===== config.mk =====
export PLATFORM = sky130hd
export DESIGN_NAME = randomized_set_table
export DESIGN_NICKNAME = d
export VERILOG_FILES = /design/src/design/rset_pkg.sv /design/src/design/rset_dp.sv /design/src/design/rset_ctrl.sv /design/src/design/randomized_set_table.sv
export SDC_FILE = /design/constraint.sdc
export NUM_CORES = 2
export LEC_CHECK = 0
export BUFFER_PORTS_ARGS = -buffer_cell sky130_fd_sc_hd__buf_2
export CAP_MARGIN = 30
export CORE_MARGIN = 2
export CORE_UTILIZATION = 40
export CTS_CLUSTER_DIAMETER = 60
export DETAILED_ROUTE_END_ITERATION = 12
export PLACE_DENSITY = 0.54
export SETUP_SLACK_MARGIN = 0.5
export SLEW_MARGIN = 10
export SYNTH_ARGS = -nofsm -noshare
export SYNTH_HDL_FRONTEND = slang
export SYNTH_SLANG_ARGS = --single-unit
export TNS_END_PERCENT = 1

===== constraint.sdc =====
create_clock -name clk_i -period 12.7 [get_ports clk_i]
set_clock_uncertainty 0.2 [all_clocks]
set_input_delay 1.27 -clock clk_i [delete_from_list [all_inputs] [get_ports clk_i]]
set_output_delay 1.27 -clock clk_i [all_outputs]
set_load 0.03 [all_outputs]

===== src/design/rset_pkg.sv =====
package rset_pkg;

  localparam int Capacity = 64;
  localparam int IdxW     = $clog2(Capacity);
  localparam int CntW     = $clog2(Capacity + 1);
  localparam int ValW     = 32;
  localparam int RndW     = 31;
  localparam int DivCntW  = $clog2(RndW);
  localparam int EcW      = 7;
  localparam int SInW     = 64;
  localparam int MOutW    = 40;

  typedef enum logic [1:0] {
    OpInsert = 2'd0,
    OpRemove = 2'd1,
    OpSample = 2'd2
  } op_e;

  typedef enum logic [2:0] {
    StOk      = 3'd0,
    StPresent = 3'd1,
    StAbsent  = 3'd2,
    StFull    = 3'd3,
    StEmpty   = 3'd4
  } status_e;

  typedef struct packed {
    logic    load;
    logic    scan;
    logic    rd_last;
    logic    rd_smp;
    logic    append;
    logic    move;
    logic    div_step;
    logic    resp;
    logic    take_sample;
    status_e status;
  } cmd_t;

  typedef struct packed {
    logic found;
    logic exhausted;
    logic full;
    logic count_zero;
    logic div_last;
    logic out_free;
  } sts_t;

endpackage


===== src/design/rset_dp.sv =====
module rset_dp import rset_pkg::*; (
  input  logic               clk_i,
  input  logic               rst_ni,
  input  cmd_t               cmd_i,
  output sts_t               sts_o,
  input  logic [ValW-1:0]    item_value_i,
  input  logic [RndW-1:0]    random_word_i,
  output logic               m_axis_tvalid_o,
  input  logic               m_axis_tready_i,
  output logic [MOutW-1:0]   m_axis_tdata_o,
  output logic [2:0]         m_axis_tuser_o
);

  logic [ValW-1:0]    mem [Capacity];
  logic [ValW-1:0]    rd_data_q;
  logic [IdxW-1:0]    rd_addr;
  logic               rd_en;

  logic [CntW-1:0]    count_q, count_d;
  logic [CntW-1:0]    count_m1;
  logic [CntW-1:0]    scan_q, scan_d;
  logic               cmp_vld_q, cmp_vld_d;
  logic [IdxW-1:0]    cmp_idx_q;
  logic [IdxW-1:0]    slot_q;
  logic               issue;
  logic               found;

  logic [ValW-1:0]    val_q;
  logic [RndW-1:0]    rnd_q;
  logic [CntW-1:0]    rem_q;
  logic [DivCntW-1:0] div_cnt_q;
  logic [CntW:0]      trial;
  logic [CntW:0]      trial_sub;

  logic               out_vld_q;
  logic [ValW-1:0]    out_smp_q;
  logic [EcW-1:0]     out_cnt_q;
  status_e            out_st_q;
  logic [CntW+EcW-1:0] count_wide;

  assign count_m1 = count_q - CntW'(1);
  assign issue    = cmd_i.scan && (scan_q < count_q);
  assign found    = cmp_vld_q && (rd_data_q == val_q);
  assign rd_en    = issue || cmd_i.rd_last || cmd_i.rd_smp;

  always_comb begin
    priority if (cmd_i.rd_last) begin
      rd_addr = count_m1[IdxW-1:0];
    end else if (cmd_i.rd_smp) begin
      rd_addr = rem_q[IdxW-1:0];
    end else begin
      rd_addr = scan_q[IdxW-1:0];
    end
  end

  always_ff @(posedge clk_i) begin
    if (cmd_i.append) begin
      mem[count_q[IdxW-1:0]] <= val_q;
    end else if (cmd_i.move) begin
      mem[slot_q] <= rd_data_q;
    end
    if (rd_en) begin
      rd_data_q <= mem[rd_addr];
    end
  end

  always_comb begin
    count_d = count_q;
    if (cmd_i.append) begin
      count_d = count_q + CntW'(1);
    end else if (cmd_i.move) begin
      count_d = count_m1;
    end
  end

  always_comb begin
    scan_d    = scan_q;
    cmp_vld_d = 1'b0;
    if (cmd_i.load) begin
      scan_d = '0;
    end else if (issue) begin
      scan_d    = scan_q + CntW'(1);
      cmp_vld_d = 1'b1;
    end
  end

  assign trial     = {rem_q, rnd_q[RndW-1]};
  assign trial_sub = trial - {1'b0, count_q};

  always_ff @(posedge clk_i or negedge rst_ni) begin
    if (!rst_ni) begin
      count_q   <= '0;
      scan_q    <= '0;
      cmp_vld_q <= 1'b0;
      out_vld_q <= 1'b0;
    end else begin
      count_q   <= count_d;
      scan_q    <= scan_d;
      cmp_vld_q <= cmp_vld_d;
      if (cmd_i.resp) begin
        out_vld_q <= 1'b1;
      end else if (m_axis_tready_i) begin
        out_vld_q <= 1'b0;
      end
    end
  end

  assign count_wide = {{EcW{1'b0}}, count_q};

  always_ff @(posedge clk_i) begin
    if (cmd_i.load) begin
      val_q     <= item_value_i;
      rnd_q     <= random_word_i;
      rem_q     <= '0;
      div_cnt_q <= DivCntW'(RndW - 1);
    end else if (cmd_i.div_step) begin
      rnd_q     <= {rnd_q[RndW-2:0], 1'b0};
      rem_q     <= (trial >= {1'b0, count_q}) ? trial_sub[CntW-1:0] : trial[CntW-1:0];
      div_cnt_q <= div_cnt_q - DivCntW'(1);
    end
    if (issue) begin
      cmp_idx_q <= scan_q[IdxW-1:0];
    end
    if (cmd_i.scan && found) begin
      slot_q <= cmp_idx_q;
    end
    if (cmd_i.resp) begin
      out_st_q  <= cmd_i.status;
      out_smp_q <= cmd_i.take_sample ? rd_data_q : '0;
      out_cnt_q <= count_wide[EcW-1:0];
    end
  end

  assign sts_o.found      = found;
  assign sts_o.exhausted  = !cmp_vld_q && (scan_q == count_q);
  assign sts_o.full       = count_q >= CntW'(Capacity);
  assign sts_o.count_zero = count_q == '0;
  assign sts_o.div_last   = div_cnt_q == '0;
  assign sts_o.out_free   = !out_vld_q || m_axis_tready_i;

  assign m_axis_tvalid_o = out_vld_q;
  assign m_axis_tdata_o  = {{(MOutW - ValW - EcW){1'b0}}, out_cnt_q, out_smp_q};
  assign m_axis_tuser_o  = out_st_q;

  a_count_bound: assert property (@(posedge clk_i) disable iff (!rst_ni)
    count_q <= CntW'(Capacity))
    else $error("entry count exceeds capacity");

  a_append_grows: assert property (@(posedge clk_i) disable iff (!rst_ni)
    cmd_i.append |=> count_q == $past(count_q) + CntW'(1))
    else $error("append did not grow the count");

  a_found_in_range: assert property (@(posedge clk_i) disable iff (!rst_ni)
    found |-> cmp_idx_q < count_q)
    else $error("match reported beyond stored entries");

endmodule


===== src/design/rset_ctrl.sv =====
module rset_ctrl import rset_pkg::*; (
  input  logic       clk_i,
  input  logic       rst_ni,
  input  logic       s_axis_tvalid_i,
  output logic       s_axis_tready_o,
  input  logic [1:0] op_i,
  input  sts_t       sts_i,
  output cmd_t       cmd_o
);

  typedef enum logic [7:0] {
    SIdle    = 8'b0000_0001,
    SSearch  = 8'b0000_0010,
    SRmRead  = 8'b0000_0100,
    SRmWrite = 8'b0000_1000,
    SDiv     = 8'b0001_0000,
    SSmpRead = 8'b0010_0000,
    SResp    = 8'b0100_0000,
    SRespSmp = 8'b1000_0000
  } state_e;

  state_e  state_q, state_d;
  op_e     op_q, op_d;
  status_e status_q, status_d;
  logic    accept;

  assign s_axis_tready_o = state_q == SIdle;
  assign accept          = s_axis_tvalid_i && s_axis_tready_o;

  always_comb begin
    state_d  = state_q;
    op_d     = op_q;
    status_d = status_q;
    cmd_o    = '0;
    cmd_o.status = status_q;
    unique case (state_q)
      SIdle: begin
        if (accept) begin
          cmd_o.load = 1'b1;
          op_d       = op_e'(op_i);
          status_d   = StOk;
          unique case (op_e'(op_i))
            OpInsert, OpRemove: state_d = SSearch;
            OpSample: begin
              if (sts_i.count_zero) begin
                status_d = StEmpty;
                state_d  = SResp;
              end else begin
                state_d = SDiv;
              end
            end
            default: state_d = SResp;
          endcase
        end
      end
      SSearch: begin
        cmd_o.scan = 1'b1;
        if (sts_i.found) begin
          if (op_q == OpInsert) begin
            status_d = StPresent;
            state_d  = SResp;
          end else begin
            state_d = SRmRead;
          end
        end else if (sts_i.exhausted) begin
          state_d = SResp;
          if (op_q == OpRemove) begin
            status_d = StAbsent;
          end else if (sts_i.full) begin
            status_d = StFull;
          end else begin
            cmd_o.append = 1'b1;
          end
        end
      end
      SRmRead: begin
        cmd_o.rd_last = 1'b1;
        state_d       = SRmWrite;
      end
      SRmWrite: begin
        cmd_o.move = 1'b1;
        state_d    = SResp;
      end
      SDiv: begin
        cmd_o.div_step = 1'b1;
        if (sts_i.div_last) begin
          state_d = SSmpRead;
        end
      end
      SSmpRead: begin
        cmd_o.rd_smp = 1'b1;
        state_d      = SRespSmp;
      end
      SResp: begin
        if (sts_i.out_free) begin
          cmd_o.resp = 1'b1;
          state_d    = SIdle;
        end
      end
      SRespSmp: begin
        cmd_o.take_sample = 1'b1;
        if (sts_i.out_free) begin
          cmd_o.resp = 1'b1;
          state_d    = SIdle;
        end
      end
      default: state_d = SIdle;
    endcase
  end

  always_ff @(posedge clk_i or negedge rst_ni) begin
    if (!rst_ni) begin
      state_q  <= SIdle;
      op_q     <= OpInsert;
      status_q <= StOk;
    end else begin
      state_q  <= state_d;
      op_q     <= op_d;
      status_q <= status_d;
    end
  end

  a_accept_leaves_idle: assert property (@(posedge clk_i) disable iff (!rst_ni)
    accept |=> state_q != SIdle)
    else $error("accepted transaction left controller idle");

  a_resp_when_free: assert property (@(posedge clk_i) disable iff (!rst_ni)
    cmd_o.resp |-> sts_i.out_free)
    else $error("result loaded over an untaken result");

  a_one_write: assert property (@(posedge clk_i) disable iff (!rst_ni)
    !(cmd_o.append && cmd_o.move))
    else $error("two store writes in one cycle");

endmodule


===== src/design/randomized_set_table.sv =====
// Randomized set table: a set of distinct signed 32-bit values held densely
// in a 64-entry store, with insert, remove and random sample operations.
// Input channel s_axis: tuser carries the operation (insert, remove, sample),
// tdata the value and the 31-bit random word. One transaction at a time.
// Output channel m_axis: tuser carries the status, tdata the sampled value
// and the entry count after the operation. Every input transaction gives
// exactly one output transaction.
// Insert and remove scan the store one entry per cycle through the single
// read port of the entry memory; remove then reads the last entry and
// moves it into the freed slot. Sample reduces the random word modulo the
// count with a radix-2 divider, one bit per cycle, then one memory read.
// Reset empties the set at once; stored values are not cleared.
// The result sits in an output register; while the receiver stalls the
// block still finishes the next operation and then holds it until the
// output register frees.
module randomized_set_table import rset_pkg::*; (
  input  logic             clk_i,
  input  logic             rst_ni,
  input  logic             s_axis_tvalid_i,
  output logic             s_axis_tready_o,
  input  logic [SInW-1:0]  s_axis_tdata_i,   // item_value[31:0], random_word[62:32]
  input  logic [1:0]       s_axis_tuser_i,   // op[1:0]
  output logic             m_axis_tvalid_o,
  input  logic             m_axis_tready_i,
  output logic [MOutW-1:0] m_axis_tdata_o,   // sampled_value[31:0], entry_count[38:32]
  output logic [2:0]       m_axis_tuser_o    // status[2:0]
);

  cmd_t cmd;
  sts_t sts;

  rset_ctrl u_ctrl (
    .clk_i,
    .rst_ni,
    .s_axis_tvalid_i,
    .s_axis_tready_o,
    .op_i  (s_axis_tuser_i),
    .sts_i (sts),
    .cmd_o (cmd)
  );

  rset_dp u_dp (
    .clk_i,
    .rst_ni,
    .cmd_i         (cmd),
    .sts_o         (sts),
    .item_value_i  (s_axis_tdata_i[ValW-1:0]),
    .random_word_i (s_axis_tdata_i[ValW+RndW-1:ValW]),
    .m_axis_tvalid_o,
    .m_axis_tready_i,
    .m_axis_tdata_o,
    .m_axis_tuser_o
  );

endmodule


==> run summary <==
- finished clean — run status
- 6530 — syn nets
- 16.6% — proportion of power drawn by combinational gates
- simple AND/OR/NAND/NOR gates — dominant combinational cell family by area after synthesis
- 94100 µm² — placed standard-cell area
- register — crit start category
- 66900 µm² — area used by sequential logic in the layout
- 5080 µW — NetSw
- 4 — number of levels the H-tree was split into
- 0.859 — RD Place Congestion
- 0 — Overflow after GRT
- 112 — # port buffers
- 2238 — number of clock sinks
- 173 — Cell Rows
- 0 — final setup violating endpoints
- 101000 µm² — summed area of non-filler cells in the final layout
- reg2reg — kind of critical path
- 13.6% — synthesized-area fraction occupied by and/or/nand/nor cells
- 138 — maximum fanout count along the critical path
- false — setup repair after global routing missed its margin
- 263 mm — WL final
- built — CTS tree
- 178 nW/µm² — power density of the placed cells
- 35.3% — portion of total power attributed to the clock network
- 13000 µW — internal power
- 13.7% — area overhead of the layout relative to synthesis
- 6 — TritonRoute pass-1 iters
- 22.9% — total routing usage reported by global routing
- 141 — maximum number of pins on one net before global-route repair
- u_dp.cmp_idx_q[4] — hold wc startpoint
- 137 mm — final HPWL from detailed placement
- sky130_fd_sc_hd__clkbuf_16 — clk root buf
- 0.492% — xor/xnor share of the synthesized area
- 20.3% — Slew headroom
- 67 — Yosys cell types
- 0 — Warnings, synthesis
- 6441 — Cells after Synth
- u_ctrl.state_q[4] — startpoint of the worst register-to-register path
- 161 MHz — Highest Clock Rate
- 0 — number of resized instances in the post-cts repair step
- 223 — number of buffers created by CTS
- 0 — reported max-cap violation count
- 89100 µm² — Post-Syn Area
- 2.97% — share of cell area taken by muxes after synthesis
- sky130_fd_sc_hd__edfxtp_1 — prevailing post-synth register cell
- 13.8 µm² — Mapped Avg Cell Area
- 20900 µm² — area of combinational cells with multiple inputs
- 0.126 mV — Worst VDD drop
- 2197 — count of flip-flops with a built-in enable after synthesis
- 115 — number of primary I/O pins
- 1.30% — Async S/R FF share, synth
- 48.9% — final worst path period share
- 6654 — nets@finish
- 0.0351 µW — total leakage power
- 476 µm — x dimension of the die
- 10 — cell depth of the worst flop-to-flop path
- 21 — antenna violations before repair
- 28.1% — fraction of power spent switching nets
- 75.1% — sequential fraction of the synthesis area
- 1.20 ns — pin slew with the least headroom to its limit
- 5.29% — Compound-Gate Fraction of Synth Area
- register — CP endpoint kind
- u_dp.slot_q[4] — worst hold path endpoint
- 0 — Final ANT Viol Nets
- 6455 — count of routing violations after the opening detailed-route iteration
- 0 — endpoints failing hold
- reg2reg — type of the worst min-delay path
- 0 — Final Max Slew Viols
- 18100 µW — power consumption
- u_ctrl.state_q[4] — launch point of the critical path
- 6.50 ns — signal arrival time at the worst endpoint
- 0.06 ns — clock-pin transition on the worst setup and hold timing paths
- 6.21 ns — Min Clock Period, post-route
- 11.2% — share of layout cells above drive strength 1
- 12.99 ns — worst endpoint required time
- 48.1% — register share of total power
- 3 — clock tree buffer depth
- 0.88 ns — clk_lat worst skew
- 0 — total of hold buffers inserted after clock tree synthesis
- 0 — number of setup buffers added after CTS
- 6.49 ns — register-to-register setup slack
- 54871 — routed via count
- u_dp.rd_data_q[16] — capture instance of the worst register-to-register path
- 51919 — vias in the first global route
- 222000 µm² — CORE AREA
- 5.63 — vias per cell
- 0 — remaining routing DRC violations
- 0.275% — synthesized-area fraction occupied by adder cells
- 19465 — number of filler instances in the final layout
- 0 — hold-critical path depth
- 40.2% — starting utilization of the core area
- 0 ns — setup total negative slack
- 374 mm — global-route wire length before repair
- 476 µm — Die Height
- 227000 µm² — die area
- 2238 — post-synthesis sequential element count
- 27.0 µm — average wire per cell in the routed design
per-layer routing:
metal | track usage, % | vias up | share of wire [%]
met1 | 32.3 | 27849 | 42
met5 | 0 | - | 0.029
li1 | - | 24404 | -
met2 | 36.3 | 2219 | 46
met3 | 3.76 | 389 | 8.4
met4 | 7.30 | 10 | 3.0
layout by cell type (no fill, tap or decap), types with 11 or more instances in the layout:
cell type	n
sky130_fd_sc_hd__o21ai_0	23
sky130_fd_sc_hd__nor4_1	18
sky130_fd_sc_hd__xor2_1	38
sky130_fd_sc_hd__nand2_1	1751
sky130_fd_sc_hd__a311oi_1	197
sky130_fd_sc_hd__edfxtp_1	2197
sky130_fd_sc_hd__a21oi_1	43
sky130_fd_sc_hd__dfrtp_1	28
sky130_fd_sc_hd__a31oi_1	135
sky130_fd_sc_hd__nand4_1	11
sky130_fd_sc_hd__clkinv_2	41
sky130_fd_sc_hd__dfxtp_1	12
sky130_fd_sc_hd__or3_1	13
sky130_fd_sc_hd__buf_2	117
sky130_fd_sc_hd__clkinv_1	65
sky130_fd_sc_hd__nand2_2	35
sky130_fd_sc_hd__and3_1	127
sky130_fd_sc_hd__or4_1	27
sky130_fd_sc_hd__ha_1	18
sky130_fd_sc_hd__diode_2	11
sky130_fd_sc_hd__buf_4	169
sky130_fd_sc_hd__mux2i_1	262
sky130_fd_sc_hd__a221oi_1	11
sky130_fd_sc_hd__buf_12	26
sky130_fd_sc_hd__nor3_2	13
sky130_fd_sc_hd__and2_1	33
sky130_fd_sc_hd__o221ai_1	113
sky130_fd_sc_hd__xnor2_1	12
sky130_fd_sc_hd__nand3_1	556
sky130_fd_sc_hd__bufinv_16	14
sky130_fd_sc_hd__clkbuf_16	224
sky130_fd_sc_hd__nor3_1	96
sky130_fd_sc_hd__clkbuf_1	54
sky130_fd_sc_hd__inv_1	20
sky130_fd_sc_hd__o22ai_1	22
sky130_fd_sc_hd__nor2_1	36
sky130_fd_sc_hd__nor2_4	64
logic make-up after synthesis:
logic type,Yosys count
simple gates,2813
flops,2238
compound gates,614
buf+inv,442
mux,264
xor+xnor,50
fa+ha+maj,19
other cells,1
worst max path at each step:
stage,end,cells past startpoint
2_1_floorplan,u_dp.mem[15][0],9
3_3_place_gp,u_dp.rd_data_q[26],11
3_5_place_dp,u_dp.rd_data_q[3],11
4_1_cts,u_dp.rd_data_q[3],11
5_1_grt,u_dp.rd_data_q[3],11
6_report,u_dp.rd_data_q[16],10
cell type report:
cell class / instances / area share [%]
multi-input cells: 3761 / 20.7
clock inverters: 140 / 1.17
diodes: 11 / 0.0272
clock buffers: 281 / 5.78
well taps: 2975 / 3.68
flip-flops and latches: 2238 / 66.1
repair buffers: 320 / 2.50
inverters: 21 / 0.0779
through the flow:
stage	worst slack, ns	hold slack (ns)	utilization (%)	std cells
2_1_floorplan	7.99	0.200	-	6441
3_3_place_gp	6.59	0.211	42.3	9289
3_5_place_dp	6.66	0.205	42.4	9309
4_1_cts	6.63	0.216	45.6	9730
5_1_grt	6.31	0.228	45.6	9738
6_report	6.49	0.215	45.6	9747
power by group through the flow:
stage	Sequential (µW)	Combinational, µW	Clock [µW]
2_1_floorplan	8870	1840	0
3_3_place_gp	8840	2910	0
3_5_place_dp	8840	2980	0
4_1_cts	8690	2980	6480
5_1_grt	8700	3240	6770
6_report	8690	3000	6390
critical path: stages, from the launching register on:
cell and delay (ns):
sky130_fd_sc_hd__dfrtp_1 0.46, sky130_fd_sc_hd__or4_1 0.72, sky130_fd_sc_hd__nor4_1 0.71, sky130_fd_sc_hd__a211o_4 0.68
sky130_fd_sc_hd__buf_12 0.59, sky130_fd_sc_hd__mux2i_1 0.31, sky130_fd_sc_hd__o221ai_1 0.17, sky130_fd_sc_hd__a31oi_1 0.24
sky130_fd_sc_hd__nor2_1 0.08, sky130_fd_sc_hd__a22oi_1 0.95, sky130_fd_sc_hd__o221ai_1 0.52
Yosys cell counts, drive strengths merged (38+ instances only):
library cell | count | area (µm²)
xor2 | 38 | 333
clkbuf | 196 | 736
nand3 | 556 | 2780
edfxtp | 2197 | 66000
a21oi | 43 | 215
o221ai | 114 | 1000
nor3 | 109 | 551
nand2 | 1787 | 6710
buf | 225 | 1180
nor2 | 100 | 375
and3 | 127 | 795
a311oi | 197 | 1730
mux2i | 262 | 2620
a31oi | 135 | 845
sequential cells by signal, summed over array words and instances, names as in the netlist, 5 cells and up:
| signal | cells |
|---|---|
| u_dp.cmp_idx_q | 6 |
| u_ctrl.state_q | 8 |
| u_dp.scan_q | 7 |
| u_dp.rnd_q | 31 |
| u_dp.div_cnt_q | 5 |
| u_dp.slot_q | 6 |
| u_dp.count_q | 7 |
| u_dp.out_cnt_q | 7 |
| u_dp.out_smp_q | 32 |
| u_dp.mem | 2048 |
| u_dp.rem_q | 7 |
| u_dp.rd_data_q | 32 |
| u_dp.val_q | 32 |
Note: power is estimated with default switching activity, not from simulation.
